## config.mk

```make
export PLATFORM = sky130hd
export DESIGN_NAME = block_crc8_framer_with_fault_inject_flat
export DESIGN_NICKNAME = d
export VERILOG_FILES = /design/src/hw/rtl/cfr_pkg.sv /design/src/hw/rtl/cfr_msg_if.sv /design/src/hw/rtl/cfr_frame_if.sv /design/src/hw/rtl/block_crc8_framer_with_fault_inject.sv /design/src/flat_wrapper.sv
export SDC_FILE = /design/constraint.sdc
export NUM_CORES = 1
export LEC_CHECK = 0
export BUFFER_PORTS_ARGS = -buffer_cell sky130_fd_sc_hd__clkbuf_2
export CORE_MARGIN = 1
export CORE_UTILIZATION = 55
export DETAILED_ROUTE_END_ITERATION = 6
export PLACE_DENSITY = 0.77
export SYNTH_ARGS = -nofsm -noshare
export SYNTH_HDL_FRONTEND = slang
export SYNTH_SLANG_ARGS = --single-unit
```

## constraint.sdc

```tcl
create_clock -name clk -period 2.35 [get_ports clk]
set_clock_uncertainty 0.05 [all_clocks]
set_input_delay 0 -clock clk [delete_from_list [all_inputs] [get_ports clk]]
set_output_delay 0 -clock clk [all_outputs]
set_load 0.02 [all_outputs]
```

## src/hw/rtl/cfr_pkg.sv

```systemverilog
`default_nettype none

package cfr_pkg;

  typedef logic [7:0] byte_t;

  localparam byte_t CRC_INIT      = 8'hFF;
  localparam byte_t CRC_POLY_REFL = 8'hE0;
  localparam byte_t PAD_BYTE      = 8'h00;
  localparam byte_t FLIP_MODE_ONE = 8'h01;
  localparam byte_t FLIP_MODE_TWO = 8'hC0;

  function automatic byte_t crc8_update(input byte_t crc, input byte_t data);
    byte_t c;
    c = crc ^ data;
    for (int i = 0; i < 8; i++) begin
      if (c[0]) begin
        c = (c >> 1) ^ CRC_POLY_REFL;
      end else begin
        c = c >> 1;
      end
    end
    return c;
  endfunction

endpackage

`default_nettype wire

```

## src/hw/rtl/cfr_msg_if.sv

```systemverilog
`default_nettype none

interface cfr_msg_if;
  logic           valid;
  logic           ready;
  cfr_pkg::byte_t data_byte;
  logic           msg_last;

  modport source (output valid, output data_byte, output msg_last, input ready);
  modport sink   (input valid, input data_byte, input msg_last, output ready);
endinterface

`default_nettype wire

```

## src/hw/rtl/cfr_frame_if.sv

```systemverilog
`default_nettype none

interface cfr_frame_if;
  logic           valid;
  logic           ready;
  cfr_pkg::byte_t out_byte;
  logic           is_check;
  logic           run_end;
  logic           msg_end;

  modport source (output valid, output out_byte, output is_check, output run_end,
                  output msg_end, input ready);
  modport sink   (input valid, input out_byte, input is_check, input run_end,
                  input msg_end, output ready);
endinterface

`default_nettype wire

```

## src/hw/rtl/block_crc8_framer_with_fault_inject.sv

```systemverilog
// Channel    | Dir | Payload                                  | Transaction
// msg        | in  | data_byte[7:0], msg_last                 | valid & ready
// frame      | out | out_byte[7:0], is_check, run_end, msg_end | valid & ready
// cfg        | in  | cfg_wr_data (fault_enable)               | cfg_wr_en
//
// One result leaves the result register per cycle while frame.ready is high; an item
// has 1 result mid block, 2 when it closes a block, up to BLOCK_BYTES + 1 at a
// message end. The item register is reloaded in the cycle its last result is issued.
// Synchronous reset clears both registers' valid bits, the block state and fault
// mode, and sets fault_enable. A stalled result holds in the result register.
`default_nettype none

module block_crc8_framer_with_fault_inject #(
  parameter int BLOCK_BYTES = 4
) (
  input  wire logic   clk,
  input  wire logic   rst,
  cfr_msg_if.sink     msg,
  cfr_frame_if.source frame,
  input  wire logic   cfg_wr_en,
  input  wire logic   cfg_wr_data
);

  localparam int POS_W = (BLOCK_BYTES > 2) ? $clog2(BLOCK_BYTES) : 1;
  localparam logic [POS_W-1:0] POS_LAST = POS_W'(BLOCK_BYTES - 1);
  localparam logic [POS_W-1:0] POS_ZERO = '0;
  localparam logic [POS_W-1:0] POS_ONE  = POS_W'(1);

  localparam logic [1:0] PH_DATA = 2'd0;
  localparam logic [1:0] PH_PAD  = 2'd1;
  localparam logic [1:0] PH_CRC  = 2'd2;

  localparam logic [1:0] FM_OFF = 2'd0;
  localparam logic [1:0] FM_ONE = 2'd1;
  localparam logic [1:0] FM_TWO = 2'd2;

  logic fault_enable;

  logic           item_valid;
  cfr_pkg::byte_t item_byte;
  logic           item_last;
  logic [1:0]     phase;
  logic [1:0]     phase_next;

  cfr_pkg::byte_t   running_crc;
  cfr_pkg::byte_t   running_crc_next;
  logic [POS_W-1:0] block_pos;
  logic [POS_W-1:0] block_pos_next;
  logic             in_first_block;
  logic             in_first_block_next;
  logic [1:0]       fault_mode;
  logic [1:0]       fault_mode_next;

  logic           out_valid;
  cfr_pkg::byte_t out_byte;
  logic           is_check;
  logic           run_end;
  logic           msg_end;

  logic           emit;
  logic           done;
  logic           accept;
  cfr_pkg::byte_t src_byte;
  cfr_pkg::byte_t sent_byte;
  cfr_pkg::byte_t flip_mask;
  logic           res_check;

  assign emit   = item_valid && (!out_valid || frame.ready);
  assign accept = msg.valid && msg.ready;
  assign msg.ready = !item_valid || (emit && done);

  assign src_byte = (phase == PH_DATA) ? item_byte : cfr_pkg::PAD_BYTE;

  always_comb begin
    flip_mask = '0;
    if (fault_enable && in_first_block) begin
      if (fault_mode == FM_ONE && block_pos == POS_ZERO) begin
        flip_mask = cfr_pkg::FLIP_MODE_ONE;
      end else if (fault_mode == FM_TWO && block_pos == POS_ONE) begin
        flip_mask = cfr_pkg::FLIP_MODE_TWO;
      end
    end
  end

  always_comb begin
    phase_next          = phase;
    done                = 1'b0;
    res_check           = 1'b0;
    sent_byte           = src_byte ^ flip_mask;
    running_crc_next    = cfr_pkg::crc8_update(running_crc, src_byte);
    block_pos_next      = block_pos + POS_ONE;
    in_first_block_next = in_first_block;
    fault_mode_next     = fault_mode;
    unique case (phase)
      PH_DATA: begin
        if (block_pos == POS_LAST) begin
          phase_next = PH_CRC;
        end else if (item_last) begin
          phase_next = PH_PAD;
        end else begin
          done = 1'b1;
        end
      end
      PH_PAD: begin
        if (block_pos == POS_LAST) begin
          phase_next = PH_CRC;
        end
      end
      PH_CRC: begin
        done                = 1'b1;
        res_check           = 1'b1;
        sent_byte           = running_crc;
        running_crc_next    = cfr_pkg::CRC_INIT;
        block_pos_next      = POS_ZERO;
        in_first_block_next = 1'b0;
        phase_next          = PH_DATA;
        if (item_last) begin
          in_first_block_next = 1'b1;
          unique case (fault_mode)
            FM_OFF:  fault_mode_next = FM_ONE;
            FM_ONE:  fault_mode_next = FM_TWO;
            default: fault_mode_next = FM_OFF;
          endcase
        end
      end
      default: begin
        done       = 1'b1;
        phase_next = PH_DATA;
      end
    endcase
  end

  always_ff @(posedge clk) begin
    if (rst) begin
      fault_enable <= 1'b1;
    end else if (cfg_wr_en) begin
      fault_enable <= cfg_wr_data;
    end
  end

  always_ff @(posedge clk) begin
    if (rst) begin
      item_valid     <= 1'b0;
      phase          <= PH_DATA;
      running_crc    <= cfr_pkg::CRC_INIT;
      block_pos      <= POS_ZERO;
      in_first_block <= 1'b1;
      fault_mode     <= FM_OFF;
    end else begin
      if (emit) begin
        running_crc    <= running_crc_next;
        block_pos      <= block_pos_next;
        in_first_block <= in_first_block_next;
        fault_mode     <= fault_mode_next;
        phase          <= phase_next;
      end
      if (accept) begin
        item_valid <= 1'b1;
      end else if (emit && done) begin
        item_valid <= 1'b0;
      end
    end
  end

  always_ff @(posedge clk) begin
    if (accept) begin
      item_byte <= msg.data_byte;
      item_last <= msg.msg_last;
    end
  end

  always_ff @(posedge clk) begin
    if (rst) begin
      out_valid <= 1'b0;
    end else if (emit) begin
      out_valid <= 1'b1;
    end else if (frame.ready) begin
      out_valid <= 1'b0;
    end
  end

  always_ff @(posedge clk) begin
    if (emit) begin
      out_byte <= sent_byte;
      is_check <= res_check;
      run_end  <= done;
      msg_end  <= done && item_last;
    end
  end

  assign frame.valid    = out_valid;
  assign frame.out_byte = out_byte;
  assign frame.is_check = is_check;
  assign frame.run_end  = run_end;
  assign frame.msg_end  = msg_end;

  a_msg_end_on_check: assert property (@(posedge clk) disable iff (rst)
    frame.valid && frame.msg_end |-> frame.is_check && frame.run_end)
    else $error("msg_end on a result that is not a closing CRC");

  a_busy_blocks_input: assert property (@(posedge clk) disable iff (rst)
    item_valid && !(emit && done) |-> !msg.ready)
    else $error("input taken while the held item still has results");

  a_msg_end_resets_block: assert property (@(posedge clk) disable iff (rst)
    emit && phase == PH_CRC && item_last |=>
      block_pos == POS_ZERO && in_first_block && running_crc == cfr_pkg::CRC_INIT)
    else $error("block state not restored after message end");

  a_pad_only_at_end: assert property (@(posedge clk) disable iff (rst)
    item_valid && phase == PH_PAD |-> item_last)
    else $error("padding outside a message end");

  a_stalled_result_held: assert property (@(posedge clk) disable iff (rst)
    out_valid && !frame.ready |=> out_valid && $stable(out_byte) && $stable(run_end))
    else $error("stalled result changed");

endmodule

`default_nettype wire
```

## src/flat_wrapper.sv

```systemverilog
// flat-port wrapper written by rule: the top's interface ports become plain ports
module block_crc8_framer_with_fault_inject_flat 
#(
  parameter int BLOCK_BYTES = 4
)
  (clk, rst, cfg_wr_en, cfg_wr_data, msg_valid, msg_data_byte, msg_msg_last, msg_ready, frame_valid, frame_out_byte, frame_is_check, frame_run_end, frame_msg_end, frame_ready);
  cfr_msg_if msg_i ();
  cfr_frame_if frame_i ();
  input  wire logic clk;
  input  wire logic rst;
  input  wire logic cfg_wr_en;
  input  wire logic cfg_wr_data;
  input wire logic [$bits(msg_i.valid)-1:0] msg_valid;
  input wire logic [$bits(msg_i.data_byte)-1:0] msg_data_byte;
  input wire logic [$bits(msg_i.msg_last)-1:0] msg_msg_last;
  output wire logic [$bits(msg_i.ready)-1:0] msg_ready;
  output wire logic [$bits(frame_i.valid)-1:0] frame_valid;
  output wire logic [$bits(frame_i.out_byte)-1:0] frame_out_byte;
  output wire logic [$bits(frame_i.is_check)-1:0] frame_is_check;
  output wire logic [$bits(frame_i.run_end)-1:0] frame_run_end;
  output wire logic [$bits(frame_i.msg_end)-1:0] frame_msg_end;
  input wire logic [$bits(frame_i.ready)-1:0] frame_ready;
  assign msg_i.valid = msg_valid;
  assign msg_i.data_byte = msg_data_byte;
  assign msg_i.msg_last = msg_msg_last;
  assign msg_ready = msg_i.ready;
  assign frame_valid = frame_i.valid;
  assign frame_out_byte = frame_i.out_byte;
  assign frame_is_check = frame_i.is_check;
  assign frame_run_end = frame_i.run_end;
  assign frame_msg_end = frame_i.msg_end;
  assign frame_i.ready = frame_ready;
  block_crc8_framer_with_fault_inject #(.BLOCK_BYTES(BLOCK_BYTES)) u_core (.clk(clk), .rst(rst), .msg(msg_i), .frame(frame_i), .cfg_wr_en(cfg_wr_en), .cfg_wr_data(cfg_wr_data));
endmodule
```

# [After elaboration in Yosys (flattened, before gate mapping)]
# Cells that the tools add are included.
[word_totals] ff_bits=38 inputBits=15 out_inout_bits=13 elab_cells=81
[op_classes] add_sub_neg=1 n_eq_ne=8 n_mux=29 bitwise_logic=10 n_reduce_logical=19
[op_table] operator="8-bit 2-to-1 mux" count=14
[op_table] operator="2-bit NOT with 3-bit output" count=8
[op_table] operator="8-bit XOR" count=2
[op_table] operator="1-bit 2-to-1 mux" count=8
[op_table] operator="2-bit 2-to-1 mux" count=4
[op_table] operator="2-bit one-hot mux with 2 select lines" count=2
[op_table] operator="1-bit logical AND" count=7
[op_table] operator="2-bit by 1-bit equality test with 1-bit output, second input constant" count=3
[op_table] operator="2-bit equality test, second input constant" count=3
[op_table] operator="2-bit logical NOT" count=3
[op_table] operator="3-bit AND reduction" count=2
[op_table] operator="2-bit nonzero test" count=2
[op_table] operator="3-bit by 2-bit inequality test with 1-bit output, second input constant" count=1
[op_table] operator="2-bit by 1-bit adder with 2-bit output, second input constant" count=1
[op_table] operator="1-bit logical NOT" count=2
[op_table] operator="1-bit logical OR" count=2
[op_table] operator="2-bit by 1-bit inequality test with 1-bit output, second input constant" count=1
[op_table] operator="1-bit one-hot mux with 2 select lines" count=1
[op_table] operator="2-bit AND reduction" count=1

# [Longest topological paths before layout]
[depth] word_depth=20 mapped_depth=7 ltp_nobuf=7

# [Worst setup path after synthesis]
# No wires, ideal clock.
[synth_timing] path_type="register to register" from="reg u_core.phase[1]" to="reg u_core.item_byte[0], enable pin" setup_time_ns=0.337 arrival_time_ns=1.444 required_time_ns=1.963 path_slack_ns=0.519 stages_incl_launch_ff=7 n_path_buf=2 period_less_slack_ns=1.831 cell_sequence="dfxtp_1 -> buf_2 -> clkbuf_1 -> or2_2 -> nand2_1 -> nand2_1 -> and2_1"
[synth_between] elab_chain_len=5 elab_cells_between_ends=6 cone_classes="1 x eq/ne; 1 x mux; 4 x reduce/logical"
[synth_rtl] element="start, declared" line="block_crc8_framer_with_fault_inject.sv:42" rtl="logic [1:0] phase;"
[synth_rtl] element="start signal, assigned" line="block_crc8_framer_with_fault_inject.sv:155" rtl="phase <= phase_next;"
[synth_rtl] element="2-bit by 1-bit equality test with 1-bit output / 2-bit logical NOT (equally long branches)" line="block_crc8_framer_with_fault_inject.sv:94" rtl="unique case (phase)"
[synth_rtl] element="1-bit one-hot mux with 2 select lines *" line="block_crc8_framer_with_fault_inject.sv:94"
[synth_rtl] element="named net u_core.done" line="block_crc8_framer_with_fault_inject.sv:61" rtl="logic done;"
[synth_rtl] element="1-bit logical AND *" line="block_crc8_framer_with_fault_inject.sv:70" rtl="assign msg.ready = !item_valid || (emit && done);"
[synth_rtl] element="1-bit logical OR *" line="block_crc8_framer_with_fault_inject.sv:70"
[synth_rtl] element="named net msg_ready" line="flat_wrapper.sv:16" rtl="output wire logic [$bits(msg_i.ready)-1:0] msg_ready;"
[synth_rtl] element="1-bit logical AND *" line="block_crc8_framer_with_fault_inject.sv:69" rtl="assign accept = msg.valid && msg.ready;"
[synth_rtl] element="named net u_core.accept" line="block_crc8_framer_with_fault_inject.sv:62" rtl="logic accept;"
[synth_rtl] element="end signal, assigned" line="block_crc8_framer_with_fault_inject.sv:167" rtl="item_byte <= msg.data_byte;"
[synth_rtl] element="end, declared" line="block_crc8_framer_with_fault_inject.sv:40" rtl="cfr_pkg::byte_t item_byte;"
# The timed path passes the listed nets; every way through them passes the cells marked *.
# A chain may end at the register's enable or synchronous reset.

# [Final worst setup path]
[layout_timing] from="reg u_core.phase[1]" to="reg u_core.running_crc[4]"
[layout_between] elab_chain_len=14 elab_cells_between_ends=16 cone_classes="1 x eq/ne; 10 x mux; 4 x bitwise; 1 x reduce/logical"
[layout_rtl] element="2-bit logical NOT" line="block_crc8_framer_with_fault_inject.sv:72" rtl="assign src_byte = (phase == PH_DATA) ? item_byte : cfr_pkg::PAD_BYTE;"
[layout_rtl] element="8-bit 2-to-1 mux" line="block_crc8_framer_with_fault_inject.sv:72"
[layout_rtl] element="8-bit XOR" line="cfr_pkg.sv:15" rtl="c = crc ^ data;"
[layout_rtl] element="8-bit 2-to-1 mux (5 in a row)" line="cfr_pkg.sv:17" rtl="if (c[0]) begin"
[layout_rtl] element="2-bit NOT with 3-bit output (no line)"
[layout_rtl] element="8-bit 2-to-1 mux" line="cfr_pkg.sv:17"
[layout_rtl] element="2-bit NOT with 3-bit output (no line)"
[layout_rtl] element="8-bit 2-to-1 mux (2 in a row)" line="cfr_pkg.sv:17"
[layout_rtl] element="8-bit 2-to-1 mux *" line="block_crc8_framer_with_fault_inject.sv:94"
[layout_rtl] element="end signal, assigned" line="block_crc8_framer_with_fault_inject.sv:145" rtl="running_crc <= cfr_pkg::CRC_INIT;"
[layout_rtl] element="end signal, assigned" line="block_crc8_framer_with_fault_inject.sv:151" rtl="running_crc <= running_crc_next;"
[layout_rtl] element="end, declared" line="block_crc8_framer_with_fault_inject.sv:45" rtl="cfr_pkg::byte_t running_crc;"
# Mark *: on every way between the ends. The rest lies on a longest branch, timed or not.

==> key figures <==
Routing
  • Final WL: between 3000 and 4000 um
  • DR WL/cell: approximately 13 um
  • Initial DRC Count: 35
  • Avg Vias per Cell: 5.27
  • Antenna viol nets, final: 0
  • Vias: roughly 1400
  • Number of remaining DRC errors: 0
  • TritonRoute pass-1 iters: 4

Synthesis
  • Yosys warnings: 0
  • Unique masters post-synth: 34
  • Synthesized net count: 190
  • Syn avg cell area: 10.9 sq um
  • Synthesized instance count: 172
  • Mapped Area: between 1500 and 2000 sq um
  • Synth Register Bits: 38
  • Register area share after synthesis: 51.3%

Placement
  • RD Place Congestion: 0.816
  • Post-Place Setup Slack: about 0.33 ns
  • Hpwl dp: 2420 um
  • Port bufs: 27

STA
  • Part of the cycle the worst path needs: between 80 and 90%
  • # setup viols final: 0
  • Hold Vio Cnt, Final: 0
  • Worst-Margin Slew: 0.707 ns
  • Setup TNS: 0 ns
  • Max Fclk: around 490 MHz
  • Minimum clock period: 2.05 ns
  • PnR worst setup slack: 0.298 ns
  • Final Max Slew Viols: 0
  • RSZ-0062 raised after global routing: false
  • Slew HR: a little over half
  • Hold slack: 0.318 ns

Floorplan
  • Initial core utilization: ~60%
  • # rows: 20
  • Top Ports: 28
  • Die Span Y: ~60 um
  • Die ar.: ~3600 sq um
  • Total core area: ~3100 sq um
  • Die width: a little over 60 um

Power
  • Max rail drop VDD: 0.439 mV
  • Net Sw Frac: about 29%
  • Net load switching power: 0.000469 W
  • Lkg Pwr: about 0.9 nW
  • Seq pwr share: 50.3%
  • Power per cell area: 717 nW/um^2
  • Gate power share: between 20% and 30%
  • Clock Power Share: a little over a fifth
  • Int Pwr: between 0.001 and 0.0015 W

Clocking
  • Clock Latency Late Sink: about 0.34 ns
  • CTS Buffer Depth: 2
  • Htree depth: 2
  • CTS tree: built
  • Clock sink total: 38
  • Post-CTS sizing: 0
  • Clk slew on worst S/H paths: 0.11 ns
  • Root buf cell: clkbuf_4
  • Hold buffers post-CTS: 15
  • Setup Fix Bufs, Post-CTS: 0
  • Number of CTS-inserted buffers: 5

Global route
  • Remaining Overflow, GRT: 0
  • Vias in the first global route: approximately 1300
  • First-pass GRT wire length: about 5900 um
  • Total track usage: roughly 23%
  • Largest net degree at the start of global routing: 24
  • Initial antenna violation count: 0

Critical path
  • CP arrival: between 2 and 2.5 ns
  • Worst Setup End Kind: register
  • CP Launch Type: register
  • Worst setup path class: register to register
  • Worst EP required: around 2.6 ns
  • Worst Path Max Fanout: 19
  • Worst r2r path cells: 5

Layout
  • Filler Cell Count: approximately 210
  • Area taken by multi-input logic gates: 862 sq um
  • Area Overhead vs Synth: 21.2%
  • Register area: a little under 1000 sq um
  • Nets: 235
  • Share of layout cells above drive strength 1: around a fifth
  • ANT cells: 0

Min path
  • Worst hold path class: primary input to register
  • Worst Hold Depth: 2

Job
  • Max-cap check violation count: 0

Run status
  • Outcome: finished clean
==> flip-flops by register name (all words and copies together), names as in the netlist <==
name and count:
u_core.block_pos 2, u_core.fault_enable 1, u_core.fault_mode 2, u_core.frame.is_check 1
u_core.frame.msg_end 1, u_core.frame.out_byte 8, u_core.frame.run_end 1, u_core.frame.valid 1
u_core.in_first_block 1, u_core.item_byte 8, u_core.item_last 1, u_core.item_valid 1
u_core.phase 2, u_core.running_crc 8
==> layout by cell type (no fill, tap or decap), types with 3 or more instances in the layout <==
master	instances
nand4_1	3
a21oi_1	12
nand2_1	14
edfxtp_1	20
and3b_1	3
ha_1	3
clkbuf_4	5
and2_1	4
inv_1	4
dlygate4sd3_1	15
nor3_1	7
clkbuf_2	27
xor2_1	4
nor2b_1	3
buf_4	4
o211ai_1	3
mux2i_1	8
xnor2_1	15
nor2_1	19
dfxtp_1	18
o22ai_1	3
==> cell families (layout without fill, tap and decap cells) <==
kind of cell               after synthesis  count (layout)  synth area share (%)
and+or+nand+nor                         65              65                  18.7
DFF                                     38              38                  51.3
AOI/OAI and AO/OA                       23              23                  7.22
xor gates and xnor gates                23              23                  13.8
buffers and inverters                   12              58                  2.61
muxes                                    8               8                  4.28
adders and majority gates                3               3                  2.01
==> Yosys cell counts <==
master / instances / area (sq um)
nor3b_2: 2 / 25.0
xnor2_1: 15 / 131
nor2b_1: 3 / 18.8
buf_2: 3 / 15.0
buf_1: 1 / 3.75
mux2i_1: 8 / 80.1
clkbuf_1: 4 / 15.0
o22ai_1: 3 / 18.8
ha_1: 3 / 37.5
nor3b_1: 1 / 7.51
edfxtp_1: 20 / 601
a21oi_1: 12 / 60.1
o211ai_1: 3 / 22.5
xor2_1: 4 / 35.0
dfxtp_1: 18 / 360
or2_2: 2 / 12.5
nand2_1: 14 / 52.6
nor3_4: 1 / 16.3
a21o_1: 1 / 7.51
inv_1: 4 / 15.0
o21ai_0: 1 / 5.00
nand3_1: 2 / 10.0
nor2_1: 19 / 71.3
and3b_1: 3 / 26.3
nor3_2: 1 / 10.0
nand4_1: 3 / 18.8
xor3_1: 2 / 47.6
nor3_1: 7 / 35.0
a31oi_1: 2 / 12.5
a211o_1: 1 / 8.76
xnor3_1: 2 / 45.0
nand2b_1: 1 / 6.26
nand3b_1: 2 / 15.0
and2_1: 4 / 25.0
==> layout make-up <==
class                      count  area share [%]
sequential                    38            42.4
multi-input combinational    122            38.0
timing repair buffer          46            13.9
clock buffer                   7            2.43
tap                           44            2.43
inverter                       4           0.662
clock inverter                 1           0.221
==> critical path, cell delays in order, from the launching register on <==
cell and delay (ns):
dfxtp_1 0.79, buf_4 0.29, nor3_4 0.06, xnor3_1 0.39, mux2i_1 0.19, mux2i_1 0.20
==> metrics by stage <==
stage | utilization [%] | std cells | instance area [sq um] | power, W
after detailed placement | 65.8 | 239 | 2060 | 0.00127
after floorplan | - | 172 | 1870 | 0.00118
after CTS | 72.5 | 262 | 2270 | 0.00164
after global routing | 72.5 | 262 | 2270 | 0.00171
after global placement | 65.8 | 239 | 2060 | 0.00125
final | 72.5 | 262 | 2270 | 0.00163
==> final timing paths <==
kind,from,endpoint,slack [ns]
setup / recovery,u_core.phase[1],u_core.running_crc[4],0.30
hold / removal,msg_data_byte[5],u_core.item_byte[5],0.32
setup reg to reg,u_core.phase[1],u_core.running_crc[4],0.30
hold reg to reg,u_core.block_pos[1],u_core.block_pos[1],0.43
==> power groups by stage <==
| stage | logic [W] | registers, W | clock network (W) |
|---|---|---|---|
| 2_1_floorplan | 0.000346 | 0.000833 | 0 |
| 3_3_place_gp | 0.000420 | 0.000829 | 0 |
| 3_5_place_dp | 0.000436 | 0.000833 | 0 |
| 4_1_cts | 0.000457 | 0.000818 | 0.000360 |
| 5_1_grt | 0.000499 | 0.000827 | 0.000381 |
| 6_report | 0.000457 | 0.000819 | 0.000350 |
==> layer usage <==
metal	GRT usage, %	share of wire, %
met5	0	0
met4	13.0	1.1
met3	5.12	5.6
met2	38.5	49
met1	27.9	44
No activity file was read; power rests on OpenSTA's default activity.
